## src/sv/osrb_pkg.sv

```systemverilog
package osrb_pkg;

	// Store geometry
	localparam int FRAME_SAMPLES          = 8;
	localparam int BUFFER_FRAMES          = 32;
	localparam int MAX_FRAMES_PER_REQUEST = 8;
	localparam int CAPACITY               = FRAME_SAMPLES * BUFFER_FRAMES;

	localparam int PTR_W   = $clog2(CAPACITY);
	localparam int CNT_W   = $clog2(CAPACITY + 1);
	localparam int WANT_W  = 4;
	localparam int GRANT_W = 7;
	localparam int IDX_W   = 6;

	// Operation codes
	localparam logic OP_PUSH    = 1'b0;
	localparam logic OP_DEQUEUE = 1'b1;

	typedef struct packed {
		logic                op;
		logic signed [31:0]  sample_in;
		logic                block_end;
		logic [WANT_W-1:0]   frames_wanted;
	} in_word_t;

	typedef struct packed {
		logic signed [31:0]  sample_out;
		logic                sample_valid;
		logic                frame_end;
		logic                last;
		logic [GRANT_W-1:0]  samples_granted;
		logic [CNT_W-1:0]    held_count;
		logic                is_full;
		logic                is_empty;
	} out_word_t;

	// Decoded command handed from front to back
	typedef struct packed {
		logic                op;
		logic signed [31:0]  sample;
		logic                block_end;
		logic [WANT_W-1:0]   want;
		logic                want_zero;
	} cmd_t;

	// Command queue status seen by the front
	typedef struct packed {
		logic full;
		logic valid;
	} cmdq_status_t;

	// Per-result tags carried alongside the memory read
	typedef struct packed {
		logic                is_sample;
		logic                frame_end;
		logic                last;
		logic [GRANT_W-1:0]  granted;
	} res_meta_t;

	typedef enum logic {
		B_IDLE,
		B_STREAM
	} back_state_t;

endpackage

```

## src/sv/osrb_cmd_q.sv

```systemverilog
module osrb_cmd_q (
	input  logic                   clk,
	input  logic                   arst_n,
	input  logic                   wr_en,
	input  osrb_pkg::cmd_t         wr_cmd,
	output osrb_pkg::cmdq_status_t status,
	input  logic                   rd_pop,
	output osrb_pkg::cmd_t         rd_cmd
);
	import osrb_pkg::*;

	cmd_t       entry_q [2];
	logic       wr_ptr_q;
	logic       rd_ptr_q;
	logic [1:0] count_q;

	assign status.full  = (count_q == 2'd2);
	assign status.valid = (count_q != 2'd0);
	assign rd_cmd       = entry_q[rd_ptr_q];

	// Entry storage
	always_ff @(posedge clk) begin
		if (wr_en) begin
			entry_q[wr_ptr_q] <= wr_cmd;
		end
	end

	// Pointers and occupancy
	always_ff @(posedge clk or negedge arst_n) begin
		if (!arst_n) begin
			wr_ptr_q <= 1'b0;
			rd_ptr_q <= 1'b0;
			count_q  <= 2'd0;
		end else begin
			if (wr_en) begin
				wr_ptr_q <= ~wr_ptr_q;
			end
			if (rd_pop) begin
				rd_ptr_q <= ~rd_ptr_q;
			end
			count_q <= count_q + {1'b0, wr_en} - {1'b0, rd_pop};
		end
	end

endmodule

```

## config.mk

```make
export PLATFORM = sky130hd
export DESIGN_NAME = osrb_cmd_q
export DESIGN_NICKNAME = d
export VERILOG_FILES = /design/src/sv/osrb_pkg.sv /design/src/sv/osrb_cmd_q.sv
export SDC_FILE = /design/constraint.sdc
export NUM_CORES = 1
export LEC_CHECK = 0
export BUFFER_PORTS_ARGS = -buffer_cell sky130_fd_sc_hd__buf_4
export CORE_ASPECT_RATIO = 1.75
export CORE_MARGIN = 8
export CORE_UTILIZATION = 46
export CTS_BUF_LIST = sky130_fd_sc_hd__clkbuf_16
export DETAILED_ROUTE_END_ITERATION = 8
export GPL_TIMING_DRIVEN = 0
export PLACE_DENSITY = 0.83
export SLEW_MARGIN = 0
export SYNTH_ARGS = -nofsm -noshare
export SYNTH_HDL_FRONTEND = slang
export SYNTH_SLANG_ARGS = --single-unit
```

## constraint.sdc

```tcl
create_clock -name clk -period 2.8 [get_ports clk]
set_input_delay 0.28 -clock clk [delete_from_list [all_inputs] [get_ports clk]]
set_output_delay 0.28 -clock clk [all_outputs]
set_load 0.01 [all_outputs]
```

**After elaboration in Yosys (flattened, before gate mapping)**

Memories as Yosys holds them, arrays and structs flattened.
Cells that the tools add are included.

- $add $sub $neg: 2
- Equal/unequal tests: 1
- Muxes and demuxes: 2
- Bitwise logic cells: 2
- Reduce and logical (&&, ||, !) cells: 1

Operator list:

| cell | count |
|---|---|
| $add A2 B1 Y2 | 1 |
| $eq A2 B2 Y1 const B | 1 |
| $mux W1 | 2 |
| $not A1 Y1 | 2 |
| $reduce_bool A2 Y1 | 1 |
| $sub A2 B1 Y2 | 1 |

- Register bits after elaboration: 4
- Bits in writable memories: 78
- Input bits: 43
- Output and inout bits: 41
- Logic and storage cells: 12
- Memories kept: 1

Memory list:

| name | words | width | rd ports | clocked after Yosys merged registers in | wr ports | RTL line | RTL |
|---|---|---|---|---|---|---|---|
| entry_q | 2 | 39 | 1 | 0 | 1 | osrb_cmd_q.sv:12 | `cmd_t entry_q [2];` |

**Depth between registers and ports, before layout**

Gate-level depths: netlist (run 1).

- Depth in word-level cells: 2
- Mapped depth: 5
- Mapped depth without buffers: 5

**Worst setup path before layout (run 1)**

No wires, ideal clock.

- Path type: register -> register
- Start point: reg wr_ptr_q
- End point: mem entry_q[0][0] (netlist name) (enable)
- Setup time: 0.440 ns
- Arrival: 2.149 ns
- Data required time: 2.360 ns
- Setup slack: 0.211 ns
- Cell stages (with the launch flop): 2
- Buffers on the path: 0
- Period minus slack after synthesis: 2.589 ns
- Path through: dfrtp_1 > nor2b_1

RTL lines:

| item | RTL line | RTL |
|---|---|---|
| from (decl) | osrb_cmd_q.sv:13 | `logic wr_ptr_q;` |
| from (signal assigned) | osrb_cmd_q.sv:36 | `wr_ptr_q <= ~wr_ptr_q;` |
| to (decl) | osrb_cmd_q.sv:12 |  |

Straight into the memory's write port.

==> run_results.csv, run 1 <==
group,metric,value,unit
grt,grt_util_met2,0.242,
clock_network,clkLatencyLatePin,0.33,ns
synth,netlist_top_cells_area,"sky130_fd_sc_hd__edfxtp_1 (77%), sky130_fd_sc_hd__mux2_2 (15%), sky130_fd_sc_hd__dfrtp_1 (3.3%), sky130_fd_sc_hd__buf_6 (1.5%), sky130_fd_sc_hd__ha_1 (0.83%)",
critical_path,critical_path.top_delay_family,"flip-flops",
sta,f_max,568,MHz
sta,max_slew.worst_pin.slew,0.603,ns
critical_path,critPathLaunchType,"flip-flop",
run_status,run_status,"completed",
sta,finalClockSkew,0.00368,ns
clock_network,cts.htree.levels,3,
grt,grt_pass1_wl,9100,um
grt,grtUsageTotal,0.131,
detailed_routing,detail_route.drc_violations,0,
synth,synthesis.area,3030,um^2
place,routabilityCongestion,0.707,
critical_path,path_class,"flip-flop to primary output",
critical_path,crit_arrival,1.48,ns
synth,synth_fp_nets,181,
sta,setup_repair_after_global_routing_missed_its_margin,"false",
die,io-pin-count,84,
synth,yosys.cell_types.count,11,
clock_network,worst_setup_hold_path_clk_slew,0.05,ns
grt,gr-usage-met1,0.113,
detailed_routing,drt-initial-drc-count,101,
clock_network,tritoncts_num_sinks,82,
grt,routing_layer_with_the_top_usage_in_global_route,"met2",
grt,globalRouteMet3Util,0.0444,
critical_path,timing.critical_path.cells,"buf_6 > mux2_2 > buf_4",
pwr,fin_total_pwr,4000,uW
detailed_routing,detail_route.wl_per_cell,18.2,um
die,floorplan_die_area,9530,um^2
detailed_routing,ant_nets,0,
sta,max_slew_violation_count,0,
critical_path,crit_path_top_delay_cell,"sky130_fd_sc_hd__dfrtp_1",
place,io_buffer_count,83,
detailed_routing,drt_pass_1_iters,3,
place,dpl.hpwl,4160,um
sta,setup_violations,0,
finish,layout_stage_area_growth_over_the_synthesis_result,34.3,%
die,die_width,77.3,um
die,floorplan.rows,39,
sta,post-route-period-util,0.628,
detailed_routing,routed-via-count,1522,
detailed_routing,routed_wl,5760,um
sta,final-hold-violation-count,0,
critical_path,cp.required,2.52,ns
grt,first_global_vias,1719,
synth,syn_avg_cell_area,22.2,um^2
synth,synth_sequential_area_ratio,0.807,
grt,globalRoute.totalOverflow,0,
die,chipHeight,123,um
finish,post-route-util,0.631,
clock_network,numCtsBuffers,9,
place,area_after_detailed_placement,3810,um^2
synth,yosysTopAreaCell,"sky130_fd_sc_hd__edfxtp_1",
pwr,power.ir.vdd_worst,0.649,mV
critical_path,slowest_delay,0.46,ns
synth,syn-instance-count,136,
grt,antenna_found_initial,0,
detailed_routing,routed_via_density,4.82,
finish,most-common-layout-cells,"sky130_fd_sc_hd__buf_4 (83), sky130_fd_sc_hd__edfxtp_1 (78), sky130_fd_sc_hd__mux2_2 (39), sky130_fd_sc_hd__clkbuf_16 (9)",
clock_network,max-clock-path-buffers,2,
critical_path,critical_path.endpoint_type,"primary output",
die,coreArea,6440,um^2
min_path,hp-class,"primary input to flip-flop",
sta,setup_total_negative_slack,0,ns
job,drv.max_cap_violation_count,0,
synth,synth.ff_latch_count,82,
critical_path,critical_path.n_buffers_inverters,2,
critical_path,crit_fanout,10,
finish,insertedDiodeCount,0,
finish,layout_commonest_cell,"sky130_fd_sc_hd__buf_4",
sta,slew_headroom,0.597,
finish,fin_nets,278,
clock_network,cts_post_setup_buffers_inserted,0,
grt,grt_start_max_net_pins,23,
die,start_util,0.470,
clock_network,cts_root_buf,"sky130_fd_sc_hd__clkbuf_16",
pwr,total_power_divided_by_cell_area,985,nW/um^2
pwr,leakagePower,0.00157,uW
finish,final_cell_area,4060,um^2
synth,ys.warnings.count,0,
finish,drive_above_1_share,0.603,
synth,synth_top_cell_area_share,0.774,
clock_network,cts_tree,"yes",
sta,layout_min_cycle_time,1.76,ns
-- through the flow --
stage	hold slack [ns]	cells	worst slack, ns
2_1_floorplan	-0.0156	136	0.211
3_3_place_gp	0.0762	301	-0.746
3_5_place_dp	0.0819	303	1.28
4_1_cts	0.118	316	0.985
5_1_grt	0.121	316	0.959
6_report	0.135	316	1.04
-- routing by layer --
layer  routed length (um)  vias up  part of all wire
li1                     -      716                 -
met1                 1870      746              0.32
met2                 3430       47              0.59
met3                  295       13             0.051
met4                  171        0             0.030
met5                    0        -                 0
-- sequential cells by signal (all words and copies together) (netlist names) --
| register | cells |
|---|---|
| rd_ptr_q | 1 |
| wr_ptr_q | 1 |
| entry_q | 78 |
| count_q | 2 |
-- final timing paths --
path                            from            end  slack (ns)  depth (start not counted)
min                        wr_cmd[6]  entry_q[0][6]        0.14                          1
max in group asynchronous     arst_n       wr_ptr_q        2.40                          2
min in group asynchronous     arst_n       rd_ptr_q        0.29                          2
max                         rd_ptr_q     rd_cmd[17]        1.04                          3
max reg2reg                 wr_ptr_q  entry_q[0][2]        1.31                          2
min reg2reg                 wr_ptr_q       wr_ptr_q        0.54                          1
-- logic make-up (layout without fill, tap and decap cells) --
kind of cell  count (synthesis)  in the layout  share of synthesized area
flops                        82             82                      0.807
simple gates                  4              4                    0.00827
buf+inv                       6            104                     0.0174
xor+xnor                      3              3                     0.0136
mux                          39             39                      0.145
fa+ha+maj                     2              2                    0.00827
-- cell usage after synthesis, drive strengths merged --
cell	n
or2	1
ha	2
and2	1
dfrtp	4
nor2b	2
mux2	39
xor2	2
inv	2
edfxtp	78
xor3	1
buf	4
-- where the power goes --
| part | internal, uW | switching (uW) |
|---|---|---|
| Clock | 570 | 393 |
| Combinational | 737 | 588 |
| Sequential | 1630 | 80.2 |
| Total | 2940 | 1060 |
-- timing repair --
action | 4_1_cts | 5_1_grt
endpoints found under the hold margin | 4 | 0
setup endpoints to repair | 0 | 0
hold buffers | 1 | 0
resized for setup | 0 | 0
-- area by class of cell --
cell class              count  area (um^2)
flip-flops and latches     82         2440
fillers                   500         2380
repair buffers             86          688
multi-input cells          48          539
clock buffers               9          225
well taps                  82          103
plain buffers               4         45.0
clock inverters             3         12.5
inverters                   2         7.51
No activity file was read; power rests on OpenSTA's default activity.
==> run 2, diff against run 1 <==
Settings changed: PLACE_DENSITY 0.83 to 0.85.
Clock period 2.8 ns to 1.57 ns, I/O delays scaled along.
==> run 2 against run 1 <==
  * Clock power increased by 81%
  * Critical path type unchanged
  * The run now ends with setup timing left
  * Largest power group unchanged
  * Clock-buffer cell count unchanged
  * Register-to-register slack worse by 1.1 ns
==> run_results.csv, run 2 (synthesized netlist as in run 1, its figures left out) <==
group,metric,value,unit
sta,whs,0.0162,ns
detailed_routing,detail_route.wl_per_cell,18.1,um
place,dpl.hpwl,3870,um
critical_path,crit_arrival,1.52,ns
sta,final-hold-violation-count,0,
critical_path,path_class,"flip-flop to primary output",
pwr,leakagePower,0.00171,uW
pwr,power.ir.vdd_worst,1.11,mV
detailed_routing,routed-via-count,1587,
critical_path,reg_to_reg_critical_path_startpoint,"wr_ptr_q",
clock_network,numCtsBuffers,9,
finish,drive_above_1_share,0.598,
grt,grt_start_max_net_pins,40,
finish,largest_reg_flops,78,
finish,post-route-util,0.669,
die,floorplan_die_area,9530,um^2
run_status,failed_checks,"setup timing",
min_path,hp-class,"primary input to flip-flop",
detailed_routing,drt-initial-drc-count,117,
critical_path,start_point_of_the_critical_path,"rd_ptr_q",
clock_network,cts.htree.levels,3,
critical_path,regToRegSetupSlack,0.17,ns
place,io_buffer_count,83,
clock_network,cts_tree,"yes",
sta,post-route-period-util,1.07,
sta,f_max,595,MHz
die,floorplan.rows,39,
finish,largestRegisters,"entry_q (78), count_q (2)",
place,routabilityCongestion,0.688,
finish,insertedDiodeCount,0,
grt,first_global_vias,1771,
sta,setup_total_negative_slack,-2.18,ns
finish,top_register,"entry_q",
finish,fin_nets,284,
sta,max_slew.worst_pin.slew,0.627,ns
grt,grtUsageTotal,0.125,
die,die_width,77.3,um
die,start_util,0.470,
die,coreArea,6440,um^2
critical_path,rr_endpoint,"entry_q[1][8]",
sta,layout_min_cycle_time,1.68,ns
finish,layout_commonest_cell,"sky130_fd_sc_hd__edfxtp_1",
min_path,whs_endpoint,"entry_q[1][16]",
critical_path,critPathLaunchType,"flip-flop",
critical_path,crit_fanout,5,
critical_path,cp.required,1.41,ns
finish,most-common-layout-cells,"sky130_fd_sc_hd__edfxtp_1 (78), sky130_fd_sc_hd__buf_4 (55), sky130_fd_sc_hd__mux2_2 (34), sky130_fd_sc_hd__buf_6 (32), sky130_fd_sc_hd__clkbuf_16 (10)",
pwr,total_power_divided_by_cell_area,1810,nW/um^2
sta,setup_violations,30,
sta,finalClockSkew,0.00342,ns
min_path,holdCritStartpoint,"wr_cmd[16]",
detailed_routing,detail_route.drc_violations,0,
critical_path,critical_path.endpoint_type,"primary output",
min_path,hold_path_depth,1,
critical_path,ff2ff_path_depth,1,
die,io-pin-count,84,
job,drv.max_cap_violation_count,0,
sta,post-route-worst-setup-slack,-0.111,ns
clock_network,max-clock-path-buffers,2,
detailed_routing,routed_wl,5900,um
grt,globalRoute.totalOverflow,0,
die,chipHeight,123,um
detailed_routing,drt_pass_1_iters,4,
clock_network,clkLatencyLatePin,0.32,ns
grt,antenna_found_initial,0,
sta,max_slew_violation_count,0,
sta,slew_headroom,0.581,
grt,grt_pass1_wl,8850,um
clock_network,cts_root_buf,"sky130_fd_sc_hd__clkbuf_16",
sta,setup_repair_after_global_routing_missed_its_margin,"true",
place,dpl_worst_slack,-0.204,ns
finish,layout_stage_area_growth_over_the_synthesis_result,42.3,%
detailed_routing,ant_nets,0,
clock_network,worst_setup_hold_path_clk_slew,0.06,ns
run_status,run_status,"finished with violations",
clock_network,tritoncts_num_sinks,82,
detailed_routing,routed_via_density,4.87,
==> run 2: changes by cell type in the layout (fill, tap and decap cells not counted), moves of 2 or more <==
cell,previous run,this run
sky130_fd_sc_hd__buf_6,4,32
sky130_fd_sc_hd__mux2_2,39,34
sky130_fd_sc_hd__bufbuf_16,0,2
sky130_fd_sc_hd__buf_16,2,0
sky130_fd_sc_hd__buf_4,83,55
sky130_fd_sc_hd__inv_1,3,7
sky130_fd_sc_hd__mux2_4,0,5
sky130_fd_sc_hd__buf_8,0,3
==> run 2: final cells by class <==
cell class                      instances  area [um^2]
Multi-Input combinational cell         49          573
Tap cell                               82          103
Fill cell                             466         2130
Timing Repair Buffer                   92          883
Inverter                                2         7.51
Clock buffer                            9          225
Clock inverter                          7         26.3
Sequential cell                        82         2440
Buffer                                  3         45.0
==> run 2: power breakdown <==
| group | switching (uW) | internal (uW) | leakage (uW) | total (uW) |
|---|---|---|---|---|
| clock | 711 | 1030 | 0.000141 | 1740 |
| sequential | 135 | 2920 | 0.000778 | 3060 |
| combinational | 1170 | 1820 | 0.000788 | 2990 |
==> run 2: worst max-delay path, cell delays in order (launching register included) <==
cell and delay (ns):
sky130_fd_sc_hd__dfrtp_2 0.41, sky130_fd_sc_hd__buf_6 0.12, sky130_fd_sc_hd__bufbuf_16 0.26, sky130_fd_sc_hd__mux2_4 0.29, sky130_fd_sc_hd__buf_6 0.12
==> run 2: metal layers <==
metal	global-route usage	part of all wire	vias up
met5	0	0	-
met4	0.0677	0.021	0
met3	0.0509	0.057	12
met2	0.231	0.59	48
met1	0.113	0.34	786
li1	-	-	741
==> run 2: worst max path at each step <==
stage                           to  slack [ns]  depth (start not counted)
global placement    entry_q[0][17]       -0.17                          1
detailed placement  entry_q[0][17]       -0.20                          1
CTS                     rd_cmd[16]       -0.14                          4
finish                  rd_cmd[37]       -0.11                          4
floorplan            entry_q[0][0]        0.14                          1
global route            rd_cmd[37]       -0.15                          4
==> run 2: repair_timing <==
action,CTS,global route
endpoints found under the hold margin,4,1
hold buffers,1,1
gates resized for setup,24,20
gates cloned,3,1
buffers inserted,3,1
endpoints found under the setup margin,117,39
==> run 2: per-stage QoR <==
stage / power (uW) / cells / cell area [um^2]
after floorplan: 4380 / 136 / 3030
after global placement: 5370 / 301 / 3760
after detailed placement: 5440 / 301 / 3760
after CTS: 7690 / 324 / 4200
after global routing: 8160 / 326 / 4310
final: 7790 / 326 / 4310
==> run 3, diff against run 2 <==
Settings changed: TNS_END_PERCENT set to 50.
==> run 3 against run 2 <==
  * The flow still finishes with violations (setup timing)
  * Critical path depth decreased by 1
  * Clock power about the same
  * Die area stayed put
  * Via count rose by 2.7%
  * Routed wire length grew 5.0%
  * Sequential cell count unchanged
  * Non-clock buffer count up 17
  * Cell area down 0.26%
  * Register-to-register slack about the same
  * First-iteration DRC count up 28%
  * Clock-buffer cell count is the same
  * Sequential power about the same
  * Highest routed layer unchanged
==> run_results.csv, run 3 (synthesized netlist as in run 1, its figures left out) <==
group,metric,value,unit
run_status,failed_checks,"setup timing",
sta,slew_headroom,0.564,
clock_network,max-clock-path-buffers,2,
place,dpl.cell_count,302,
critical_path,reg_to_reg_critical_path_startpoint,"wr_ptr_q",
grt,grt_start_max_net_pins,24,
clock_network,clkLatencyLatePin,0.33,ns
sta,f_max,633,MHz
clock_network,numCtsBuffers,9,
critical_path,start_point_of_the_critical_path,"rd_ptr_q",
min_path,hp-class,"primary input to flip-flop",
finish,largest_reg_flops,78,
clock_network,cts_tree,"yes",
grt,globalRoute.totalOverflow,0,
detailed_routing,detail_route.drc_violations,0,
finish,insertedDiodeCount,0,
grt,grt_pass1_wl,9600,um
finish,filler_cell_count,461,
die,floorplan_die_area,9530,um^2
critical_path,crit_arrival,1.42,ns
finish,final_cell_count_no_fill,343,
detailed_routing,drt_pass_1_iters,4,
detailed_routing,routed-via-count,1630,
pwr,leakagePower,0.00168,uW
critical_path,critical_path.endpoint_type,"primary output",
sta,finalClockSkew,0.00323,ns
grt,antenna_found_initial,0,
detailed_routing,ant_nets,0,
finish,drive_above_1_share,0.540,
pwr,total_power_divided_by_cell_area,1680,nW/um^2
die,floorplan.rows,39,
sta,setup_repair_after_global_routing_missed_its_margin,"true",
detailed_routing,drt-initial-drc-count,150,
finish,top_register,"entry_q",
pwr,power.ir.vdd_worst,1.40,mV
place,dpl.hpwl,4030,um
finish,layout_stage_area_growth_over_the_synthesis_result,42.0,%
place,dpl_worst_slack,-0.204,ns
die,chipHeight,123,um
sta,post-route-worst-setup-slack,-0.00868,ns
place,routabilityCongestion,0.704,
clock_network,cts_post_setup_buffers_inserted,0,
critical_path,rr_endpoint,"entry_q[0][11]",
critical_path,critPathLaunchType,"flip-flop",
die,start_util,0.470,
clock_network,cts.htree.levels,3,
job,drv.max_cap_violation_count,0,
clock_network,worst_setup_hold_path_clk_slew,0.06,ns
finish,fin_nets,301,
sta,post-route-period-util,1.01,
finish,largestRegisters,"entry_q (78), count_q (2)",
detailed_routing,routed_wl,6190,um
clock_network,cts_root_buf,"sky130_fd_sc_hd__clkbuf_16",
detailed_routing,routed_via_density,4.75,
die,io-pin-count,84,
sta,layout_min_cycle_time,1.58,ns
sta,setup_violations,7,
critical_path,endpoint,"rd_cmd[29]",
critical_path,ff2ff_path_depth,1,
finish,most-common-layout-cells,"sky130_fd_sc_hd__buf_4 (83), sky130_fd_sc_hd__edfxtp_1 (78), sky130_fd_sc_hd__mux2_2 (39), sky130_fd_sc_hd__dlygate4sd3_1 (24), sky130_fd_sc_hd__clkbuf_16 (9)",
critical_path,regToRegSetupSlack,0.17,ns
finish,layout_commonest_cell,"sky130_fd_sc_hd__buf_4",
sta,max_slew.worst_pin.slew,0.653,ns
critical_path,path_class,"flip-flop to primary output",
grt,grtUsageTotal,0.136,
grt,first_global_vias,1827,
sta,final-hold-violation-count,0,
sta,max_slew_violation_count,0,
critical_path,crit_fanout,10,
clock_network,tritoncts_num_sinks,82,
detailed_routing,detail_route.wl_per_cell,18.0,um
run_status,run_status,"finished with violations",
die,coreArea,6440,um^2
critical_path,cp.required,1.41,ns
die,die_width,77.3,um
place,io_buffer_count,83,
==> run 3: final cells by class <==
| cell class | count | area, um^2 | share of cell area |
|---|---|---|---|
| Timing Repair Buffer | 108 | 891 | 0.207 |
| Inverter | 2 | 7.51 | 0.00175 |
| Buffer | 4 | 45.0 | 0.0105 |
| Clock inverter | 7 | 26.3 | 0.00612 |
| Multi-Input combinational cell | 49 | 554 | 0.129 |
| Sequential cell | 82 | 2440 | 0.569 |
| Clock buffer | 9 | 225 | 0.0524 |
| Tap cell | 82 | 103 | 0.0239 |
==> run 3: metal layers <==
layer  routed length (um)  GRT usage  vias to the layer above  share of wire
met3                  340     0.0473                        4          0.055
met4                   96     0.0855                        0          0.016
met1                 2070      0.124                      810           0.33
li1                     -          -                      771              -
met5                    0          0                        -              0
met2                 3680      0.251                       45           0.59
==> run 3: worst max-delay path, stage by stage (launching register included) <==
cell and delay (ns):
sky130_fd_sc_hd__dfrtp_2 0.42, sky130_fd_sc_hd__buf_6 0.17, sky130_fd_sc_hd__mux2_2 0.35, sky130_fd_sc_hd__buf_4 0.15
==> run 3: where the power goes <==
group	total [uW]	internal [uW]	switching (uW)
Clock	1750	1030	726
Sequential	3070	2920	150
Combinational	2400	1330	1070
Total	7230	5280	1950
==> run 3: how the worst min path moves through the flow <==
stage,start,slack [ns],depth (start not counted),to
global route,wr_cmd[30],0.001,1,entry_q[0][30]
floorplan,arst_n,-0.14,0,count_q[0]
detailed placement,arst_n,-0.04,1,count_q[0]
global placement,arst_n,-0.05,1,count_q[0]
CTS,wr_cmd[17],0.0002,1,entry_q[1][17]
finish,wr_cmd[24],0.01,1,entry_q[0][24]
==> run 3: timing repair <==
| action | in CTS | in global routing |
|---|---|---|
| cloned | 1 | 0 |
| endpoints found under the setup margin | 78 | 62 |
| hold endpoints to repair | 43 | 5 |
| hold buffers | 21 | 3 |
| gates resized for setup | 2 | 1 |
==> run 3: through the flow <==
stage / hold slack [ns] / cell area, um^2 / setup TNS (ns) / utilization / power, uW
floorplan: -0.139 / 3030 / -8.05 / - / 4380
global route: 0.000983 / 4300 / -2.28 / 0.667 / 7590
global placement: -0.0463 / 3760 / -33.46 / 0.584 / 5370
finish: 0.0150 / 4300 / -0.0460 / 0.667 / 7230
CTS: 0.000197 / 4260 / -1.17 / 0.662 / 7320
detailed placement: -0.0432 / 3790 / -7.91 / 0.588 / 5480
